**src/design/rfp_pkg.sv**
```systemverilog
package rfp_pkg;

    // Build-time sizes.
    localparam int DEPTH_LOG2     = 10;
    localparam int ELEMENT_BITS   = 32;
    localparam int MAX_READ_BURST = 64;

    localparam int STORE_DEPTH = 1 << DEPTH_LOG2;
    localparam int ADDR_W      = DEPTH_LOG2;
    localparam int PTR_W       = DEPTH_LOG2 + 1;

    // Fixed field widths.
    localparam int MODE_W  = 2;
    localparam int CAP_W   = 4;
    localparam int REQ_W   = 7;
    localparam int COUNT_W = 11;
    localparam int CMP_W   = (PTR_W > REQ_W) ? PTR_W : REQ_W;

    localparam int COUNT_SAT = 1024;

    // The capacity register resets to 10; larger values are clamped to the built depth.
    localparam logic [CAP_W-1:0] CAP_LOG2_RESET = 4'd10;
    localparam int               CAP_LOG2_MAX   = (DEPTH_LOG2 < 15) ? DEPTH_LOG2 : 15;

    typedef enum logic [MODE_W-1:0] {
        MODE_WRITE = 2'd0,
        MODE_READ  = 2'd1,
        MODE_PEEK  = 2'd2
    } t_mode;

    typedef enum logic {
        ST_IDLE,
        ST_READ
    } t_state;

    typedef struct packed {
        logic                    we;
        logic                    re;
        logic [ADDR_W-1:0]       addr;
        logic [ELEMENT_BITS-1:0] wdata;
    } t_ram_req;

    typedef struct packed {
        logic               strobe;
        logic               data_valid;
        logic               last;
        logic               accepted;
        logic [COUNT_W-1:0] count;
        logic [COUNT_W-1:0] level;
        logic               empty;
        logic               full;
    } t_result;

endpackage

```
**src/design/rfp_ctrl.sv**
```systemverilog
module rfp_ctrl (
    input  logic                                i_clk,
    input  logic                                i_rst_n,
    input  logic                                i_cfg_we,
    input  logic [rfp_pkg::CAP_W-1:0]           i_cfg_wdata,
    input  logic                                start,
    output logic                                busy,
    input  logic [rfp_pkg::MODE_W-1:0]          i_mode,
    input  logic [rfp_pkg::ELEMENT_BITS-1:0]    i_element,
    input  logic                                i_burst_last,
    input  logic [rfp_pkg::REQ_W-1:0]           i_request_count,
    output rfp_pkg::t_ram_req                   o_ram_req,
    output rfp_pkg::t_result                    o_result
);

    import rfp_pkg::*;

    t_state             r_state, n_state;
    logic [CAP_W-1:0]   r_cap_log2, n_cap_log2;
    logic [PTR_W-1:0]   r_wp, n_wp;
    logic [PTR_W-1:0]   r_rp, n_rp;
    logic [COUNT_W-1:0] r_burst_cnt, n_burst_cnt;
    logic [PTR_W-1:0]   r_rd_ptr, n_rd_ptr;
    logic [REQ_W-1:0]   r_remain, n_remain;
    logic [REQ_W-1:0]   r_total, n_total;
    logic               r_strobe, n_strobe;
    logic               r_data_valid, n_data_valid;
    logic               r_last, n_last;
    logic               r_accepted, n_accepted;
    logic [COUNT_W-1:0] r_count, n_count;

    logic [CAP_W-1:0]   cap_lg;
    logic [PTR_W-1:0]   cap;
    logic [ADDR_W-1:0]  mask;
    logic [PTR_W-1:0]   level;
    logic               has_room;
    logic               accept;
    logic [COUNT_W-1:0] burst_inc;
    logic [REQ_W-1:0]   req_c;
    logic [REQ_W-1:0]   n_items;

    // Capacity, fill level and request clamping.
    always_comb begin
        if (r_cap_log2 < CAP_W'(1)) begin
            cap_lg = CAP_W'(1);
        end else if (int'(r_cap_log2) > CAP_LOG2_MAX) begin
            cap_lg = CAP_W'(CAP_LOG2_MAX);
        end else begin
            cap_lg = r_cap_log2;
        end
        cap      = PTR_W'(1) << cap_lg;
        mask     = ADDR_W'(cap - PTR_W'(1));
        level    = r_wp - r_rp;
        has_room = level < cap;
        if (int'(r_burst_cnt) < COUNT_SAT) begin
            burst_inc = r_burst_cnt + COUNT_W'(1);
        end else begin
            burst_inc = r_burst_cnt;
        end
        if (int'(i_request_count) > MAX_READ_BURST) begin
            req_c = REQ_W'(MAX_READ_BURST);
        end else begin
            req_c = i_request_count;
        end
        if (CMP_W'(req_c) > CMP_W'(level)) begin
            n_items = REQ_W'(level);
        end else begin
            n_items = req_c;
        end
    end

    assign accept = start && !busy;

    // Next state.
    always_comb begin
        n_state      = r_state;
        n_cap_log2   = r_cap_log2;
        n_wp         = r_wp;
        n_rp         = r_rp;
        n_burst_cnt  = r_burst_cnt;
        n_rd_ptr     = r_rd_ptr;
        n_remain     = r_remain;
        n_total      = r_total;
        n_strobe     = 1'b0;
        n_data_valid = 1'b0;
        n_last       = 1'b0;
        n_accepted   = 1'b0;
        n_count      = r_count;

        case (r_state)
            ST_IDLE: begin
                if (accept) begin
                    n_strobe = 1'b1;
                    n_last   = 1'b1;
                    n_count  = '0;
                    case (t_mode'(i_mode))
                        MODE_WRITE: begin
                            if (has_room) begin
                                n_wp       = r_wp + PTR_W'(1);
                                n_accepted = 1'b1;
                                n_count    = burst_inc;
                            end else begin
                                n_count = r_burst_cnt;
                            end
                            n_burst_cnt = i_burst_last ? '0 : n_count;
                        end
                        MODE_READ, MODE_PEEK: begin
                            if (n_items != '0) begin
                                // The results come from the read sequence instead.
                                n_strobe = 1'b0;
                                n_last   = 1'b0;
                                n_state  = ST_READ;
                                n_rd_ptr = r_rp;
                                n_remain = n_items;
                                n_total  = n_items;
                                if (t_mode'(i_mode) == MODE_READ) begin
                                    n_rp = r_rp + PTR_W'(n_items);
                                end
                            end
                        end
                        default: begin
                            n_count = '0;
                        end
                    endcase
                end
            end
            ST_READ: begin
                n_rd_ptr     = r_rd_ptr + PTR_W'(1);
                n_remain     = r_remain - REQ_W'(1);
                n_strobe     = 1'b1;
                n_data_valid = 1'b1;
                n_last       = (r_remain == REQ_W'(1));
                n_count      = COUNT_W'(r_total);
                if (r_remain == REQ_W'(1)) begin
                    n_state = ST_IDLE;
                end
            end
            default: begin
                n_state = ST_IDLE;
            end
        endcase

        // A capacity write empties the FIFO.
        if (i_cfg_we) begin
            n_cap_log2  = i_cfg_wdata;
            n_wp        = '0;
            n_rp        = '0;
            n_burst_cnt = '0;
        end
    end

    // Outputs.
    always_comb begin
        busy          = (r_state == ST_READ);
        o_ram_req.re  = (r_state == ST_READ);
        o_ram_req.we  = accept && (t_mode'(i_mode) == MODE_WRITE) && has_room;
        o_ram_req.wdata = i_element;
        if (r_state == ST_READ) begin
            o_ram_req.addr = r_rd_ptr[ADDR_W-1:0] & mask;
        end else begin
            o_ram_req.addr = r_wp[ADDR_W-1:0] & mask;
        end

        o_result.strobe     = r_strobe;
        o_result.data_valid = r_data_valid;
        o_result.last       = r_last;
        o_result.accepted   = r_accepted;
        o_result.count      = r_count;
        o_result.level      = COUNT_W'(level);
        o_result.empty      = (level == '0);
        o_result.full       = (level == cap);
    end

    always_ff @(posedge i_clk) begin
        if (!i_rst_n) begin
            r_state     <= ST_IDLE;
            r_cap_log2  <= CAP_LOG2_RESET;
            r_wp        <= '0;
            r_rp        <= '0;
            r_burst_cnt <= '0;
            r_remain    <= '0;
            r_strobe    <= 1'b0;
        end else begin
            r_state     <= n_state;
            r_cap_log2  <= n_cap_log2;
            r_wp        <= n_wp;
            r_rp        <= n_rp;
            r_burst_cnt <= n_burst_cnt;
            r_remain    <= n_remain;
            r_strobe    <= n_strobe;
        end
    end

    always_ff @(posedge i_clk) begin
        r_rd_ptr     <= n_rd_ptr;
        r_total      <= n_total;
        r_data_valid <= n_data_valid;
        r_last       <= n_last;
        r_accepted   <= n_accepted;
        r_count      <= n_count;
    end

endmodule

```
**config.mk**
```make
export PLATFORM = sky130hd
export DESIGN_NAME = rfp_ctrl
export DESIGN_NICKNAME = d
export VERILOG_FILES = /design/src/design/rfp_pkg.sv /design/src/design/rfp_ctrl.sv
export SDC_FILE = /design/constraint.sdc
export NUM_CORES = 1
export LEC_CHECK = 0
export ABC_AREA = 1
export BUFFER_PORTS_ARGS = -buffer_cell sky130_fd_sc_hd__clkbuf_2
export CAP_MARGIN = 30
export CORE_ASPECT_RATIO = 0.8
export CORE_MARGIN = 8
export CORE_UTILIZATION = 30
export CTS_BUF_LIST = sky130_fd_sc_hd__clkbuf_16
export DETAILED_ROUTE_END_ITERATION = 10
export PLACE_DENSITY = 0.6
export SYNTH_ARGS = -nofsm -noshare
export SYNTH_HDL_FRONTEND = slang
export SYNTH_SLANG_ARGS = --single-unit
```
**constraint.sdc**
```tcl
create_clock -name i_clk -period 6.9 [get_ports i_clk]
set_input_delay 0.345 -clock i_clk [delete_from_list [all_inputs] [get_ports i_clk]]
set_output_delay 0.345 -clock i_clk [all_outputs]
set_load 0.03 [all_outputs]
```
# Word-level counts from Yosys, hierarchy flattened
# Index checks and enable logic that the tools add are counted.
# totals
register_bits	78
input_bits	50
word_cells	86
output_inout_bits	73
# classes
addsub	7
n_lt_le_gt_ge	6
reduce_logical	15
bitwise_logic	6
eq_ne	7
shift	1
n_mux	31
# op_table
operator	n
$mux W11	8
$pmux W11 S2	2
$mux W7	5
$add A11 B1 Y11 const B	3
$and A10 B10 Y10	2
$pmux W7 S2	1
$add A11 B7 Y11	1
$eq A11 B11 Y1	1
$gt A7 B11 Y1	1
$logic_not A11 Y1	1
$lt A11 B11 Y1	1
$lt A11 B11 Y1 const B	1
$shl A1 B4 Y11 const A	1
$sub A11 B11 Y11	1
$mux W10	1
$sub A10 B1 Y10 const B	1
$mux W1	9
$mux W4	2
$reduce_and A4 Y1	2
$eq A7 B1 Y1 const B	1
$gt A7 B7 Y1 const B	1
$reduce_bool A7 Y1	1
$sub A7 B1 Y7 const B	1
$pmux W1 S2	3
other kinds (14)	22

# Logic depth before layout (Yosys ltp)
# logic_depth
depth_word	9
depth_mapped	31
mapped_depth_nobuf	31

# Least setup slack after synthesis
# OpenSTA, ideal clock, no wires.
# synth_timing
path_kind	register to register
start	register r_wp[0]
end	register r_rp[10]
required_time_ns	6.786
synth_period_minus_slack_ns	4.829
path_buffers	0
arrival_ns	4.716
setup_ns	0.114
slack_ns	2.071
stages_incl_launch_ff	29
path_cell_list	dfxtp_1 -> inv_1 -> ha_1 -> inv_1 -> fa_1 -> xor2_1 -> inv_1 -> ha_1 -> nand2_1 -> o21a_1 -> o21ai_0 -> nand4_1 -> nand2_2 -> nand3_4 -> nand2_1 -> nand2_1 -> inv_1 -> ha_1 -> fa_1 -> nand3_1 -> nand2_1 -> a21oi_1 -> o21bai_1 -> a21oi_1 -> or2_2 -> nor4_1 -> nand4_1 -> o21bai_1 -> nor2_1
# synth_rtl
item	line	text
from (decl)	rfp_ctrl.sv:20	logic [PTR_W-1:0] r_wp, n_wp;
from (signal assigned)	rfp_ctrl.sv:186	r_wp <= n_wp;
to (signal assigned)	rfp_ctrl.sv:187	r_rp <= n_rp;
to (decl)	rfp_ctrl.sv:21	logic [PTR_W-1:0] r_rp, n_rp;

# Worst setup path after layout
# layout_timing
start	register r_wp[0]
end	register r_rp[10]
# layout_via
elab_chain_cells	5
elab_cells_between_ends	6
classes_between	2 x add/sub; 1 x order compare; 1 x mux; 2 x reduce/logical
# layout_lines
item	line	text
$sub A11 B11 Y11 (*)	rfp_ctrl.sv:53	level = r_wp - r_rp;
$gt A7 B11 Y1	rfp_ctrl.sv:65	if (CMP_W'(req_c) > CMP_W'(level)) begin
$mux W7 (*)	rfp_ctrl.sv:65	
net n_items[0]	rfp_ctrl.sv:40	logic [REQ_W-1:0] n_items;
branches (longest 2 deep; another with $add A11 B7 Y11)	-	
# Mark *: on every way through the listed nets, which the timed path passes.
# A chain may end at the register's enable or synchronous reset.

==> results_dict.tcl <==
set metrics [dict create \
    status "finished clean" \
    synth.cell_area_um2 5740 \
    slew_headroom_pct 51.1 \
    setup_viol 0 \
    final_area_um2 6360 \
    slew_violations 0 \
    post_drt_wl_per_cell_um 14.4 \
    met3WireLength_um 930 \
    dieArea_um2 23900 \
    final_nets 902 \
    synthFlopType "dfxtp_1" \
    synth-async-reset-ratio_pct 0 \
    ff2ff_setup_slack_ns 1.90 \
    grt_max_degree 52 \
    hold_path.class "input pin to flip-flop" \
    slowest_stage "fa_1" \
    dp_hpwl_um 12200 \
    layout_commonest_cell "nand2_1" \
    worst_ep_arrival_time_ns 5.24 \
    antenna_found_initial 0 \
    yosysUniqueCellTypes 47 \
    hold_viol 0 \
    drt-pass1-iter-count 5 \
    tightest_slew_ns 0.731 \
    initial_core_util_pct 30.5 \
    p_leak_nw 2.95 \
    vias 5048 \
    grt.overflow.total 0 \
    critical_path.endpoint "r_rp[10]" \
    crit_start "r_wp[0]" \
    htree_levels 3 \
    grt_pass1_wl_um 25200 \
    die_w_um 171 \
    numClockSinks 77 \
    drv_cap 0 \
    m1WireLength_um 7700 \
    criticalPathCategory "flip-flop to flip-flop" \
    required_ns 7.13 \
    layout_common_cells "nand2_1 (160), inv_1 (98), nor2_1 (75)" \
    fin_crit_sh_pct 72.5 \
    routed_wl_um 15500 \
    crit_path_start_kind "flip-flop" \
    powerDensity_nw_per_um2 242 \
    avgSynthCellArea_um2 7.30 \
    reg2reg_to "r_rp[10]" \
    die_y_um 140 \
    r2r_start "r_wp[0]" \
    post_cts_resized 0 \
    fin_skew_ns 0.00836 \
    worstSkewPairLatency_ns 0.34 \
    tritoncts "done" \
    end_kind "flip-flop" \
    tns_ns 0 \
    core_um2 18900 \
    ctsHoldBuffers 0 \
    track_usage_pct 13.2 \
    antennaDiodeCount 0 \
    synth_seq_area_share_pct 31.7 \
    clockRootBuffer "clkbuf_16" \
    cts_setup_buffers 0 \
    clock_path_buffers 2 \
    total_power_mw 1.54 \
    cp_max_fo 8 \
    viasPerCell 4.72 \
    rsz0062_at_grt "no" \
    yosys_warnings 0 \
    drive_gt1_share_pct 16.1 \
    met2_wirelength_um 6440 \
    r2r_cells 28 \
    synthCells 787 \
    synth-edff-count 28 \
    first_iter_violations 371 \
    slowest_delay_ns 0.44 \
    vdd_drop_max_mv 0.108 \
    fmaxAchievable_ghz 0.200 \
    period_minus_slack_ns 5.00 \
    placed_cell_area_um2 6030 \
    final_util_pct 33.7 \
    cts-buffers-inserted 9 \
    gp_congestion 0.888 \
    highest_layer "met4" \
    rows 45 \
    io_pins 123 \
    grt_pass1_vias 4718 \
    postRouteAntennaNets 0 \
    clk_pin_slew_ns 0.06 \
    port_buffers 58 \
    area_delta_synth_final_pct 10.7 \
    ys_ff_latch 77 \
    syn_nets 882 \
    remaining_drc_errors 0 \
]
## sequential cells by signal, summed over array words and instances, names as in the netlist
register      flops
r_last            1
r_cap_log2        4
r_strobe          1
r_remain          7
r_burst_cnt      11
busy              1
r_data_valid      1
r_count          11
r_rp             11
r_wp             11
r_accepted        1
r_total           7
r_rd_ptr         10
## cells in the mapped netlist (5+ instances only)
master	n	share of area [%]
inv_2	5	0.33
o21ai_0	43	3.7
nand2_1	160	10
nand4_1	32	3.5
or2_2	14	1.5
dfxtp_1	49	17
nor3_1	7	0.61
a21oi_1	58	5.1
edfxtp_1	28	15
nor4_1	5	0.54
buf_4	37	4.8
xnor2_1	5	0.76
clkbuf_1	13	0.85
nand3_1	27	2.4
o21bai_1	6	0.78
ha_1	43	9.4
xor2_1	17	2.6
inv_1	98	6.4
nor2_2	6	0.65
nor2_1	75	4.9
nand2_2	15	1.6
## worst min-delay path by stage
| stage | slack, ns | from | cells past startpoint | end |
|---|---|---|---|---|
| final | 0.24 | i_cfg_wdata[1] | 3 | r_cap_log2[1] |
| after global routing | 0.25 | i_cfg_wdata[3] | 3 | r_cap_log2[3] |
| after floorplan | 0.44 | r_remain[6] | 2 | r_remain[6] |
| after detailed placement | 0.46 | r_remain[6] | 2 | r_remain[6] |
| after global placement | 0.45 | r_remain[6] | 2 | r_remain[6] |
| after CTS | 0.23 | i_cfg_wdata[1] | 3 | r_cap_log2[1] |
## report_power, final
part / total, mW / switching [mW] / internal [mW]
Combinational: 0.491 / 0.345 / 0.146
Clock: 0.510 / 0.187 / 0.323
Sequential: 0.540 / 0.0229 / 0.517
## cells by family (layout without fill, tap and decap cells)
logic type,after synthesis,count (layout),share of synthesized area (%)
xor+xnor,22,22,3.35
mux,1,1,0.174
flops,77,77,31.7
other cells,2,2,0.131
buf+inv,156,181,12.8
compound gates,129,129,12.6
fa+ha+maj,45,45,10.1
simple gates,355,355,29.2
## critical path, delay by kind of cell (launching register included)
| family | cells | cell delay (ns) |
|---|---|---|
| adder cells (fa/ha/maj) | 5 | 1.30 |
| AO/OA/AOI/OAI | 6 | 0.82 |
| buffers and inverters | 4 | 0.47 |
| flip-flops | 1 | 0.32 |
| XOR/XNOR | 1 | 0.39 |
| AND/OR/NAND/NOR | 12 | 1.59 |
## routing by layer
metal	vias up	GRT usage [%]
met3	23	2.49
met4	0	5.90
li1	2595	-
met2	131	18.7
met5	-	0
met1	2299	19.0
## metrics by stage
stage          instances  worst slack [ns]  hold slack [ns]
2_1_floorplan        787              2.07            0.441
3_3_place_gp        1053              2.14            0.452
3_5_place_dp        1054              2.01            0.456
4_1_cts             1070              1.99            0.233
5_1_grt             1070              1.42            0.252
6_report            1070              1.90            0.241
## layout make-up
class                           count  area [µm²]
Fill cell                        1974       12500
Multi-Input combinational cell    554        3190
Sequential cell                    77        1820
Inverter                          104         390
Tap cell                          258         323
Timing Repair Buffer               61         310
Clock buffer                       11         275
Clock inverter                      5        53.8
(Power assumes the default switching activity.)
